[src/design/ptrt_pkg.sv]
// shared types, constants and helpers for the pixel trim tuning block
`default_nettype none

package ptrt_pkg;

    localparam int PIXELS_DEFAULT = 4160;
    localparam int CNT_W          = 13;

    localparam logic [CNT_W-1:0] CNT_MAX = 13'd8191;

    localparam logic [7:0] TRIG_RESET  = 8'd1;
    localparam logic [7:0] VTRIM_RESET = 8'd60;
    localparam logic [3:0] TRIM_INIT   = 4'd7;
    localparam logic [3:0] TRIM_MAX    = 4'd15;

    localparam logic [7:0] VTRIM_LIMIT = 8'd250;
    localparam logic [8:0] VTRIM_SAT   = 9'd255;
    localparam logic [7:0] STEP_LARGE  = 8'd24;
    localparam logic [7:0] STEP_MID    = 8'd8;
    localparam logic [7:0] STEP_SMALL  = 8'd4;

    localparam logic [CNT_W-1:0] REQ_MIN  = 13'd5;
    localparam logic [CNT_W-1:0] REQ_MID  = 13'd50;
    localparam logic [CNT_W-1:0] REQ_HIGH = 13'd100;

    // configuration register indexes
    localparam logic CFG_TRIGGER_COUNT = 1'b0;
    localparam logic CFG_VTRIM_START   = 1'b1;

    typedef enum logic [1:0] {
        FUNC_BEGIN = 2'd0,
        FUNC_PIXEL = 2'd1,
        FUNC_END   = 2'd2,
        FUNC_READ  = 2'd3
    } t_func;

    typedef enum logic [1:0] {
        ST_SWEEP,
        ST_IDLE,
        ST_CALC
    } t_state;

    typedef struct packed {
        logic [7:0] hits_at;
        logic [7:0] hits_above;
        logic [7:0] hits_below;
        logic [7:0] hits_large;
        logic [3:0] trim;
        logic [3:0] best_trim;
        logic [7:0] best_dist;
    } t_step_in;

    typedef struct packed {
        logic [3:0] trim;
        logic [3:0] best_trim;
        logic [7:0] best_dist;
        logic       dist_write;
        logic       changed;
        logic       wants;
    } t_step_out;

    typedef struct packed {
        logic [CNT_W-1:0] action_total;
        logic [CNT_W-1:0] request_total;
        logic             vtrim_raised;
        logic [7:0]       vtrim_value;
        logic             wants_larger_vtrim;
        logic             trim_changed;
        logic [3:0]       trim_value;
    } t_result;

    function automatic logic [11:0] times10(input logic [7:0] v);
        return {1'b0, v, 3'b000} + {3'b000, v, 1'b0};
    endfunction

    function automatic logic [CNT_W-1:0] count_up(input logic [CNT_W-1:0] c);
        return (c < CNT_MAX) ? c + 1'b1 : CNT_MAX;
    endfunction

endpackage

`default_nettype wire

[src/design/ptrt_step.sv]
// trim decision for one pixel measurement
`default_nettype none

module ptrt_step (
    input  wire logic [7:0]         i_ntrig,
    input  wire ptrt_pkg::t_step_in i_step,
    output ptrt_pkg::t_step_out     o_step
);

    logic [11:0] w_at10, w_ab10, w_be10, w_lg10, w_diff10;
    logic [11:0] w_n1, w_n2, w_n5, w_n7, w_n9;
    logic [7:0]  w_half, w_dist, w_diff;
    logic        w_all_low;

    assign w_at10 = ptrt_pkg::times10(i_step.hits_at);
    assign w_ab10 = ptrt_pkg::times10(i_step.hits_above);
    assign w_be10 = ptrt_pkg::times10(i_step.hits_below);
    assign w_lg10 = ptrt_pkg::times10(i_step.hits_large);

    assign w_n1 = {4'b0000, i_ntrig};
    assign w_n2 = {3'b000, i_ntrig, 1'b0};
    assign w_n5 = {2'b00, i_ntrig, 2'b00} + {4'b0000, i_ntrig};
    assign w_n7 = {1'b0, i_ntrig, 3'b000} - {4'b0000, i_ntrig};
    assign w_n9 = {1'b0, i_ntrig, 3'b000} + {4'b0000, i_ntrig};

    // below minus above, only meaningful when positive
    assign w_diff   = i_step.hits_below - i_step.hits_above;
    assign w_diff10 = ptrt_pkg::times10(w_diff);

    assign w_half = {1'b0, i_ntrig[7:1]};
    assign w_dist = (i_step.hits_at >= w_half) ? i_step.hits_at - w_half
                                               : w_half - i_step.hits_at;

    assign w_all_low = (w_ab10 < w_n1) && (w_be10 < w_n1) && (w_at10 < w_n1);

    always_comb begin
        logic       v_up;
        logic       v_down;
        logic       v_better;
        logic       v_normal;
        logic [3:0] v_t;

        v_up     = 1'b0;
        v_down   = 1'b0;
        v_better = 1'b0;
        v_normal = 1'b0;
        o_step.wants = 1'b0;

        if (w_all_low) begin
            if (w_lg10 > w_n9) begin
                v_down = 1'b1;
            end else begin
                v_up = 1'b1;
            end
        end else if (w_lg10 < w_n5) begin
            v_up = 1'b1;
        end else if ((i_step.hits_below > i_step.hits_above) && (w_diff10 > w_n1)) begin
            v_up = 1'b1;
        end else if (w_be10 > w_n5) begin
            v_up = 1'b1;
        end else begin
            v_normal = 1'b1;
            v_better = (w_dist < i_step.best_dist);
            if ((i_step.hits_below < i_step.hits_at) &&
                (i_step.hits_at < i_step.hits_above)) begin
                if (w_at10 > w_n7) begin
                    v_up = 1'b1;
                end else if (w_at10 < w_n2) begin
                    v_down = 1'b1;
                end
            end
        end

        // a distance no better than the best falls back to the best trim seen so far
        v_t = (v_normal && !v_better) ? i_step.best_trim : i_step.trim;

        o_step.changed = 1'b0;
        if (v_up && (v_t != ptrt_pkg::TRIM_MAX)) begin
            v_t = v_t + 1'b1;
            o_step.changed = 1'b1;
        end else if (v_down) begin
            if (v_t != 4'd0) begin
                v_t = v_t - 1'b1;
                o_step.changed = 1'b1;
            end else if (v_normal) begin
                // still too high a threshold at trim zero
                o_step.wants = 1'b1;
            end
        end

        o_step.trim       = v_t;
        o_step.best_trim  = v_better ? i_step.trim : i_step.best_trim;
        o_step.best_dist  = w_dist;
        o_step.dist_write = v_better;
    end

endmodule

`default_nettype wire

[config.mk]
export PLATFORM = sky130hd
export DESIGN_NAME = ptrt_step
export DESIGN_NICKNAME = d
export VERILOG_FILES = /design/src/design/ptrt_pkg.sv /design/src/design/ptrt_step.sv
export SDC_FILE = /design/constraint.sdc
export NUM_CORES = 1
export LEC_CHECK = 0
export BUFFER_PORTS_ARGS = -buffer_cell sky130_fd_sc_hd__buf_4
export CAP_MARGIN = 15
export CORE_ASPECT_RATIO = 0.6
export CORE_UTILIZATION = 58
export DETAILED_ROUTE_END_ITERATION = 8
export PLACE_DENSITY = 0.81
export SYNTH_ARGS = -nofsm -noshare
export SYNTH_HDL_FRONTEND = slang
export SYNTH_SLANG_ARGS = --single-unit
[constraint.sdc]
create_clock -name vclk -period 25
set_input_delay 5 -clock vclk [all_inputs]
set_output_delay 5 -clock vclk [all_outputs]
set_load 0.05 [all_outputs]
---- Yosys cells after proc, flatten, opt, wreduce, memory -nomap -nowiden ----
Cells that the tools add are included.
W data, S select, Z words.
storage, ports and cells
  register bits ........................... 0
  latch bits .............................. 0
  RAM bits ................................ 0
  bits in read-only memories .............. 0
  input bits .............................. 56
  memories ................................ 0
cells by class
  add/sub/neg operators ................... 13
  multiply operators ...................... 0
  divide/modulo/power cells ............... 0
  magnitude comparators ................... 14
  equality and inequality tests ........... 1
  shift-type cells ........................ 0
  multiplexer cells ....................... 35
  bitwise logic cells ..................... 0
  reductions and logical operators ........ 8
operator list
  kind                   count
  $add A11 B9 Y12        5
  $lt A12 B8 Y1          3
  $mux W1                28
  $gt A12 B12 Y1         2
  $lt A8 B8 Y1           3
  $mux W4                5
  $add A11 B8 Y12        1
  $gt A12 B11 Y1         1
  $gt A12 B8 Y1          1
  $lt A12 B11 Y1         1
  $lt A12 B9 Y1          1
  $sub A11 B8 Y12        1
  $add A10 B8 Y11        1
  $ge A8 B7 Y1           1
  $gt A8 B8 Y1           1
  $mux W8                1
  $sub A7 B8 Y8          1
  $sub A8 B7 Y8          1
  $sub A8 B8 Y8          1
  $logic_and A1 B1 Y1    6
  $add A4 B1 Y4 const B  1
  $ne A4 B4 Y1 const B   1
  $reduce_bool A4 Y1     1
  $sub A4 B1 Y4 const B  1
  2 further kinds        2

---- Logic depth before layout (Yosys ltp) ----
Gate-level depths: netlist of the first run.
  word-level depth ........................ 14
  mapped depth ............................ 29
  mapped depth without buffers ............ 28

---- Worst setup path before layout of the first run ----
OpenSTA, ideal clock, no wires.
  path type ............................... input to output
  start point ............................. in i_step[40] (netlist bit)
  end point ............................... out o_step[16] (netlist bit)
  arrival ................................. 11.492 ns
  required time ........................... 20.000 ns
  setup slack ............................. 8.508 ns
  stages .................................. 28
  buffers on the path ..................... 1
  path through ............................ inv_1 ha_1 inv_1 fa_1 a21o_1 a21oi_1 nand2_1 a21oi_1 o21bai_1 a21oi_1 and2_1 clkbuf_1 mux2i_1 o21ai_0 a21oi_1 xnor2_1 ha_1 a211oi_1 a21oi_1 or2_2 nor3b_4 mux2i_1 inv_1 ha_1 nand3_1 mux2_1 and2_4 o32ai_1
RTL lines
  element          line            text
  start, declared  ptrt_step.sv:6  input wire ptrt_pkg::t_step_in i_step,
  end, declared    ptrt_step.sv:7  output ptrt_pkg::t_step_out o_step

==> results of run 1 <==
## worst paths after layout
check / from / to / slack (ns) / cells past startpoint
setup / recovery: i_step[40] / o_step[16] / 9.09 / 29
hold / removal: i_step[8] / o_step[11] / 10.41 / 3
## logic make-up after synthesis
family                   after synthesis  share of synthesized area
adder cells (fa/ha/maj)              176                      0.420
AND/OR/NAND/NOR                      149                      0.150
AO/OA/AOI/OAI                        210                      0.261
multiplexers                          19                     0.0407
XOR/XNOR                              49                     0.0802
buffers and inverters                 66                     0.0478
## synthesized netlist by cell type (11+ instances only)
library cell	n
xnor2_1	34
a21oi_1	60
a21o_1	32
inv_1	60
nand4_1	13
fa_1	11
nand2b_1	11
o21bai_1	11
ha_1	165
nand2_1	19
xor2_1	14
o21ai_0	32
nor2b_1	14
nand3_1	12
nor2_1	37
## layer usage
| metal | vias up | wire length [µm] | track usage |
|---|---|---|---|
| li1 | 2638 | - | - |
| met1 | 2561 | 7350 | 0.459 |
| met2 | 293 | 6500 | 0.512 |
| met3 | 29 | 1820 | 0.0698 |
| met4 | 0 | 243 | 0.0571 |
| met5 | - | 0 | 0 |
## area by class of cell
| type | count | area (µm²) | share of cell area |
|---|---|---|---|
| multi-input combinational | 603 | 5180 | 0.846 |
| timing repair buffer | 75 | 563 | 0.0919 |
| inverter | 60 | 225 | 0.0367 |
| tap | 126 | 158 | 0.0257 |
## placed cells by master, fill, tap and decap left out, types with 3 or more instances in the layout
cell,n
o2111ai_1,4
mux2i_1,7
nand2_1,19
o211ai_1,5
xor2_1,14
nand3_1,12
a211oi_1,10
or3_1,6
a221oi_1,4
nand4_1,13
nand2b_1,11
ha_1,165
and3_1,6
o21a_1,10
buf_4,75
or2_2,3
inv_1,60
a21o_1,32
mux2_2,8
o21ai_0,32
a31oi_1,5
nor2_1,37
o21bai_1,11
fa_1,11
a21oi_1,60
xnor2_1,34
nor2b_1,14
nor3_1,9
## power breakdown
part	leakage, nW	switching (mW)	internal, mW
clock	0	0	0
combinational	3.11	0.140	0.0974
sequential	0	0	0
total	3.11	0.140	0.0974
## stage by stage
step / hold slack, ns / power [mW] / utilization / cell area [µm²] / worst slack (ns)
2_1_floorplan: 10.29 / 0.168 / - / 5440 / 8.51
3_3_place_gp: 10.42 / 0.221 / 0.695 / 6130 / 9.41
3_5_place_dp: 10.41 / 0.231 / 0.695 / 6130 / 9.18
4_1_cts: 10.41 / 0.233 / 0.695 / 6130 / 9.16
5_1_grt: 10.43 / 0.261 / 0.695 / 6130 / 8.59
6_report: 10.41 / 0.237 / 0.695 / 6130 / 9.09
==> reports/results.ini, run 1 <==
[outcome]
status = complete, no violations

[critical_path]
arrival_ns = 10.91
path_buf_inv = 5
cp_common_cell = a21oi_1
crit_family = compound AO/OA/AOI/OAI gates
startpoint_type = input pin
critPathRequiredTime_ns = 20.00
worst_setup_path_end_kind = output port
path_max_fanout = 7
critPathSlowestCell = nor3b_4
critPathKind = input pin to output port
critPathMaxStageDelay_ns = 0.47

[cells_and_area]
diodes = 0
nFlopsAndLatches = 0
ff_latch_area_um2 = 0
instances_no_fill = 864
clkbuf_count = 0
fill_cells = 714
fin_nets = 972
drive_above_1_share = 0.148
areaGrowthSynthToFinish_pct = 12.6

[floorplanning]
core_um2 = 8820
chipHeight_um = 77.0
initial_utilization = 0.617
dieWidth_um = 127
design.die.area_um2 = 9790
pin_count = 75
rows = 26

[cts]
ctsResizeCount = 0
postCtsSetupBuffers = 0
postCtsHoldBufs = 0

[power]
ir_drop_v = 0.0000232
leakagePower_nw = 3.11
p_per_area_nw_per_um2 = 38.7

[synth]
seq_area_frac_synth = 0
synthCells = 669
synth_cell_types = 77
synthDominantCellAreaShare = 0.379
netlist_area_um2 = 5440
synth_nets = 901
syn_avg_cell_area_um2 = 8.14
yosys.area.top_type = ha_1
yosysWarnings = 0
synthTopCellsByArea = ha_1 (38%), a21oi_1 (5.5%), xnor2_1 (5.5%), a21o_1 (4.4%), inv_1 (4.1%)

[placement]
port_buffers = 75
gp_congestion = 0.976
dpl.cell_count = 864
hpwl_mm = 13.5

[timing]
final_max_slew_viol_count = 0
min_period_over_period = 0.637
hold_viol = 0
max_freq_ghz = 0.0628
worstMarginPinSlew_ns = 0.718
finalSetupTns_ns = 0
fin_crit_ns = 15.91
rsz0062_at_grt = no
setup_viol = 0
relSlewSlack = 0.518

[job]
maxCapViolCount = 0

[grt]
grt_pass1_vias = 5373
grt_pass1_wl_mm = 26.1
grt_max_degree = 13
overflow = 0
grt_util_all_layers = 0.326
antenna_found_initial = 0

[detailed_routing]
firstDrtPassIters = 5
vias_per_cell = 6.39
ant_nets = 0
drt-initial-drc-count = 440
via_count = 5521
routed_wl_mm = 15.9
drc = 0
wl_per_cell_um = 18.4

[worst_hold_path]
holdCritPathClass = input pin to output port

Note: power is estimated with default switching activity, not from simulation.
==> run 2, diff against run 1 <==
==> constraint.sdc (replaced) <==
create_clock -name vclk -period 16.4
set_input_delay 3.28 -clock vclk [all_inputs]
set_output_delay 3.28 -clock vclk [all_outputs]
set_load 0.05 [all_outputs]
==> run 2 against run 1 <==
Critical endpoint unchanged. Non-clock buffer count is the same. Global-route usage is 0.12 points higher. Largest power group unchanged. Design area is the same.
==> reports/results.ini, run 2 (synthesis gave the netlist of run 1 again) <==
[placement]
port_buffers = 75  ; unchanged
postPlaceCellArea_um2 = 6130  ; unchanged
dpl.cell_count = 864  ; unchanged
hpwl_mm = 13.7  ; was 13.5 mm
post-place-ws_ns = 4.10  ; was 9.18 ns
gp_congestion = 0.975  ; was 0.976

[floorplanning]
rows = 26  ; unchanged
chipHeight_um = 77.0  ; unchanged
dieWidth_um = 127  ; unchanged
design.die.area_um2 = 9790  ; unchanged
core_um2 = 8820  ; unchanged
pin_count = 75  ; unchanged
initial_utilization = 0.617  ; unchanged

[detailed_routing]
drc = 0  ; unchanged
via_count = 5456  ; was 5521
firstDrtPassIters = 5  ; unchanged
ant_nets = 0  ; unchanged
routed_wl_mm = 15.9  ; about the same
wl_per_cell_um = 18.4  ; about the same
drt-initial-drc-count = 431  ; was 440
vias_per_cell = 6.31  ; was 6.39

[power]
ir_drop_v = 0.0000404  ; was 0.0000232 V
internal-power_uw = 149  ; was 97.4 µW
leakagePower_nw = 3.11  ; unchanged
combPwrFrac = 1.000  ; about the same
clockPowerShare = 0  ; about the same
p_sw_uw = 213  ; was 140 µW
swShare = 0.589  ; about the same
power_uw = 361  ; was 237 µW
seqPwrFrac = 0  ; about the same
p_per_area_nw_per_um2 = 58.9  ; was 38.7 nW/µm²

[outcome]
status = complete, no violations  ; unchanged

[cells_and_area]
instances_no_fill = 864  ; unchanged
design_area_um2 = 6130  ; unchanged
diodes = 0  ; unchanged
clkbuf_count = 0  ; unchanged
nFlopsAndLatches = 0  ; unchanged
fill_cells = 754  ; was 714
layout_common_cells = ha_1 (165), buf_4 (75), inv_1 (60), a21oi_1 (60), nor2_1 (37)  ; unchanged
drive_above_1_share = 0.148  ; unchanged
fin_util = 0.695  ; unchanged
ff_latch_area_um2 = 0  ; unchanged
final_common_cell = ha_1  ; unchanged
areaGrowthSynthToFinish_pct = 12.6  ; unchanged
fin_nets = 972  ; unchanged
multiInputGateArea_um2 = 5180  ; unchanged

[critical_path]
arrival_ns = 9.14  ; was 10.91 ns
crit_family = compound AO/OA/AOI/OAI gates  ; unchanged
startpoint_type = input pin  ; unchanged
path_max_fanout = 7  ; unchanged
critPathRequiredTime_ns = 13.12  ; was 20.00 ns
critPathMaxStageDelay_ns = 0.46  ; was 0.47 ns
critPathKind = input pin to output port  ; unchanged
worst_setup_path_end_kind = output port  ; unchanged
cp_common_cell = a21oi_1  ; unchanged
path_buf_inv = 5  ; unchanged
critPathLaunch = i_step[40]  ; unchanged
critPathSlowestCell = nor3b_4  ; unchanged

[cts]
postCtsSetupBuffers = 0  ; unchanged
ctsResizeCount = 0  ; unchanged
postCtsHoldBufs = 0  ; unchanged

[timing]
setup_viol = 0  ; unchanged
relSlewSlack = 0.553  ; was 0.518
rsz0062_at_grt = no  ; unchanged
hold_ws_ns = 6.98  ; was 10.41 ns
fin_crit_ns = 12.42
fin_ws_ns = 3.98  ; was 9.09 ns
max_freq_ghz = 0.0805
finalSetupTns_ns = 0  ; unchanged
hold_viol = 0  ; unchanged
min_period_over_period = 0.757
final_max_slew_viol_count = 0  ; unchanged
worstMarginPinSlew_ns = 0.666  ; was 0.718 ns

[grt]
grt_pass1_wl_mm = 26.0  ; was 26.1 mm
overflow = 0  ; unchanged
grt_util_all_layers = 0.328  ; was 0.326
grt_pass1_vias = 5305  ; was 5373
grt_max_degree = 13  ; unchanged
antenna_found_initial = 0  ; unchanged

[worst_hold_path]
holdCritPathClass = input pin to output port  ; unchanged
min_from = i_step[8]  ; unchanged

[job]
maxCapViolCount = 0  ; unchanged

## run 2: final timing paths
check                    end  depth (start not counted)  slack [ns]
setup / recovery  o_step[16]                         29        3.98
hold / removal    o_step[11]                          3        6.98
## run 2: area by class of cell
type | count | share of cell area
Multi-Input combinational cell | 603 | 0.846
Timing Repair Buffer | 75 | 0.0919
Inverter | 60 | 0.0367
Tap cell | 126 | 0.0257
## run 2: layer usage
metal / vias to the layer above / share of wire / GRT usage
met1: 2545 / 0.47 / 0.458
met4: 0 / 0.0075 / 0.0321
met3: 14 / 0.10 / 0.0621
li1: 2639 / - / -
met5: - / 0 / 0
met2: 258 / 0.42 / 0.535
## run 2: power by group through the flow
stage | sequential (mW) | combinational [mW] | clock (mW)
6_report | 0 | 0.361 | 0
5_1_grt | 0 | 0.396 | 0
4_1_cts | 0 | 0.355 | 0
3_5_place_dp | 0 | 0.352 | 0
3_3_place_gp | 0 | 0.337 | 0
2_1_floorplan | 0 | 0.256 | 0
==> run 3, diff against run 2 <==
--- a/config.mk
+++ b/config.mk
@@ -5,12 +5,13 @@
 export SDC_FILE = /design/constraint.sdc
 export NUM_CORES = 1
 export LEC_CHECK = 0
+export ABC_AREA = 1
 export BUFFER_PORTS_ARGS = -buffer_cell sky130_fd_sc_hd__buf_4
 export CAP_MARGIN = 15
 export CORE_ASPECT_RATIO = 0.6
-export CORE_UTILIZATION = 58
+export CORE_UTILIZATION = 56
 export DETAILED_ROUTE_END_ITERATION = 8
-export PLACE_DENSITY = 0.81
+export PLACE_DENSITY = 0.82
 export SYNTH_ARGS = -nofsm -noshare
 export SYNTH_HDL_FRONTEND = slang
 export SYNTH_SLANG_ARGS = --single-unit
==> constraint.sdc (replaced) <==
create_clock -name vclk -period 10.75
set_input_delay 2.15 -clock vclk [all_inputs]
set_output_delay 2.15 -clock vclk [all_outputs]
set_load 0.05 [all_outputs]
==> run 3 against run 2 <==
Global-route usage decreased by 1.2 points. Core utilization decreased by 4.2 points. Setup slack got worse by 2.2 ns. Count of clock-buffer cells in the layout unchanged. Synthesized area increased by 6.2%. Sequential share of layout area unchanged. Synthesized cell count increased by 33%. Wire length increased by 4.8%. Combinational power increased by 62%. Total power increased by 62%. Highest routed layer unchanged.
==> reports/results.ini, run 3 <==
[detailed_routing]
ant_nets = 0  ; unchanged
routed_wl_mm = 16.7  ; was 15.9 mm
via_count = 6133  ; was 5456
drt-initial-drc-count = 492  ; was 431
drc = 0  ; unchanged
firstDrtPassIters = 5  ; unchanged
vias_per_cell = 5.60  ; was 6.31
wl_per_cell_um = 15.2  ; was 18.4 µm

[cells_and_area]
ff_latch_area_um2 = 0  ; unchanged
areaGrowthSynthToFinish_pct = 12.5  ; was 12.6%
layout_common_cells = nand2_1 (210), ha_1 (165), inv_1 (144)  ; was ha_1 (165), buf_4 (75), inv_1 (60), a21oi_1 (60), nor2_1 (37)
nFlopsAndLatches = 0  ; unchanged
final_common_cell = nand2_1  ; was ha_1
drive_above_1_share = 0.113  ; was 0.148
fill_cells = 922  ; was 754
design_area_um2 = 6500  ; was 6130 µm²
fin_nets = 1195  ; was 972
clkbuf_count = 0  ; unchanged
diodes = 0  ; unchanged

[synth]
synth_common_cells = nand2_1 (210), ha_1 (165), inv_1 (144), a21oi_1 (77), nand3_1 (51)  ; was ha_1 (165), a21oi_1 (60), inv_1 (60), nor2_1 (37), xnor2_1 (34)
synth_cell_types = 45  ; was 77
seq_area_frac_synth = 0  ; unchanged
synth_top_family_by_area = adder cells  ; unchanged
synthDominantCellAreaShare = 0.357  ; was 0.379
synth_xor_area_frac = 0.0740  ; was 0.0802
synth_nets = 1119  ; was 901
synthCells = 887  ; was 669
synthTopCellsByArea = ha_1 (36%), nand2_1 (14%), inv_1 (9.3%), a21oi_1 (6.7%), xor2_1 (5.6%)  ; was ha_1 (38%), a21oi_1 (5.5%), xnor2_1 (5.5%), a21o_1 (4.4%), inv_1 (4.1%)
syn_avg_cell_area_um2 = 6.52  ; was 8.14 µm²
muxShareOfSynthArea = 0.00714  ; was 0.0407
synthSimpleGateAreaFrac = 0.281  ; was 0.150
netlist_area_um2 = 5780  ; was 5440 µm²
synth_compound_area_frac = 0.142  ; was 0.261
synthAdderAreaFrac = 0.395  ; was 0.420
yosysMostFrequentCell = nand2_1  ; was ha_1
yosysWarnings = 0  ; unchanged
yosys.area.top_type = ha_1  ; unchanged

[floorplanning]
rows = 28  ; was 26
pin_count = 75  ; unchanged
initial_utilization = 0.581  ; was 0.617
design.die.area_um2 = 10700  ; was 9790 µm²
core_um2 = 9950  ; was 8820 µm²
chipHeight_um = 80.7  ; was 77.0 µm
dieWidth_um = 133  ; was 127 µm

[cts]
postCtsHoldBufs = 0  ; unchanged
ctsResizeCount = 0  ; unchanged
postCtsSetupBuffers = 0  ; unchanged

[critical_path]
worst_setup_path_end_kind = output port  ; unchanged
arrival_ns = 6.81  ; was 9.14 ns
critPathKind = input pin to output port  ; unchanged
critPathMaxStageDelay_ns = 0.45  ; was 0.46 ns
startpoint_type = input pin  ; unchanged
cp_common_cell = nand2_1  ; was a21oi_1
crit_path_end = o_step[15]  ; was o_step[16]
critPathRequiredTime_ns = 8.60  ; was 13.12 ns
critPathLaunch = i_step[40]  ; unchanged
critPathSlowestCell = o211ai_1  ; was nor3b_4
path_max_fanout = 10  ; was 7

[timing]
rsz0062_at_grt = no  ; unchanged
worstMarginPinSlew_ns = 0.562  ; was 0.666 ns
setup_viol = 0  ; unchanged
min_period_over_period = 0.834
hold_viol = 0  ; unchanged
fin_ws_ns = 1.79  ; was 3.98 ns
finalSetupTns_ns = 0  ; unchanged
final_max_slew_viol_count = 0  ; unchanged
max_freq_ghz = 0.112
relSlewSlack = 0.625  ; was 0.553
fin_crit_ns = 8.96
hold_ws_ns = 4.68  ; was 6.98 ns

[placement]
port_buffers = 75  ; unchanged
hpwl_mm = 14.3  ; was 13.7 mm
postPlaceCellArea_um2 = 6500  ; was 6130 µm²
post-place-ws_ns = 1.93  ; was 4.10 ns
gp_congestion = 0.963  ; was 0.975

[power]
leakagePower_nw = 3.80  ; was 3.11 nW
p_per_area_nw_per_um2 = 89.8  ; was 58.9 nW/µm²
power_uw = 584  ; was 361 µW
ir_drop_v = 0.0000821  ; was 0.0000404 V

[grt]
grt_pass1_wl_mm = 27.1  ; was 26.0 mm
antenna_found_initial = 0  ; unchanged
grt_max_degree = 12  ; was 13
grt_util_all_layers = 0.316  ; was 0.328
overflow = 0  ; unchanged
grt_pass1_vias = 5450  ; was 5305

[worst_hold_path]
holdCritPathClass = input pin to output port  ; unchanged
min_from = i_step[15]  ; was i_step[8]

[job]
maxCapViolCount = 0  ; unchanged

[outcome]
status = complete, no violations  ; unchanged

==> run 3: worst min path at each step <==
stage	depth (start not counted)	slack, ns	endpoint
3_3_place_gp	4	4.68	o_step[14]
5_1_grt	4	4.70	o_step[14]
3_5_place_dp	4	4.68	o_step[12]
6_report	4	4.68	o_step[14]
4_1_cts	4	4.68	o_step[14]
2_1_floorplan	2	4.61	o_step[3]
==> run 3: worst max-delay path: cells and delay by family <==
| kind | cells | cell delay (ns) |
|---|---|---|
| compound gates | 8 | 1.28 |
| xor+xnor | 1 | 0.17 |
| fa+ha+maj | 4 | 1.09 |
| buf+inv | 6 | 0.76 |
| mux | 1 | 0.32 |
| simple gates | 9 | 1.05 |
==> run 3: per-layer routing <==
| metal | track usage | vias up | part of all wire |
|---|---|---|---|
| li1 | - | 3127 | - |
| met1 | 0.495 | 2690 | 0.51 |
| met2 | 0.458 | 301 | 0.36 |
| met3 | 0.0436 | 15 | 0.12 |
| met4 | 0.0307 | 0 | 0.0089 |
| met5 | 0 | - | 0 |
==> run 3: cell type report <==
cell class / count / area (µm²) / share of cell area
inverter: 151 / 572 / 0.0879
multi-input combinational: 735 / 5200 / 0.799
tap: 135 / 169 / 0.0260
timing repair buffer: 75 / 563 / 0.0866
==> run 3: logic make-up (layout without fill, tap and decap cells) <==
group,after synthesis,after routing
multiplexers,4,4
XOR/XNOR,48,48
adder cells (fa/ha/maj),176,176
buffers and inverters,152,226
AND/OR/NAND/NOR,368,368
AO/OA/AOI/OAI,139,139
==> run 3: stage by stage <==
step / util / std cells
finish: 0.654 / 1096
global route: 0.654 / 1096
CTS: 0.654 / 1096
detailed placement: 0.654 / 1096
global placement: 0.654 / 1096
floorplan: - / 887
==> run 3: where the power goes <==
part	switching [mW]	internal (mW)
Clock	0	0
Combinational	0.371	0.213
Sequential	0	0
Total	0.371	0.213
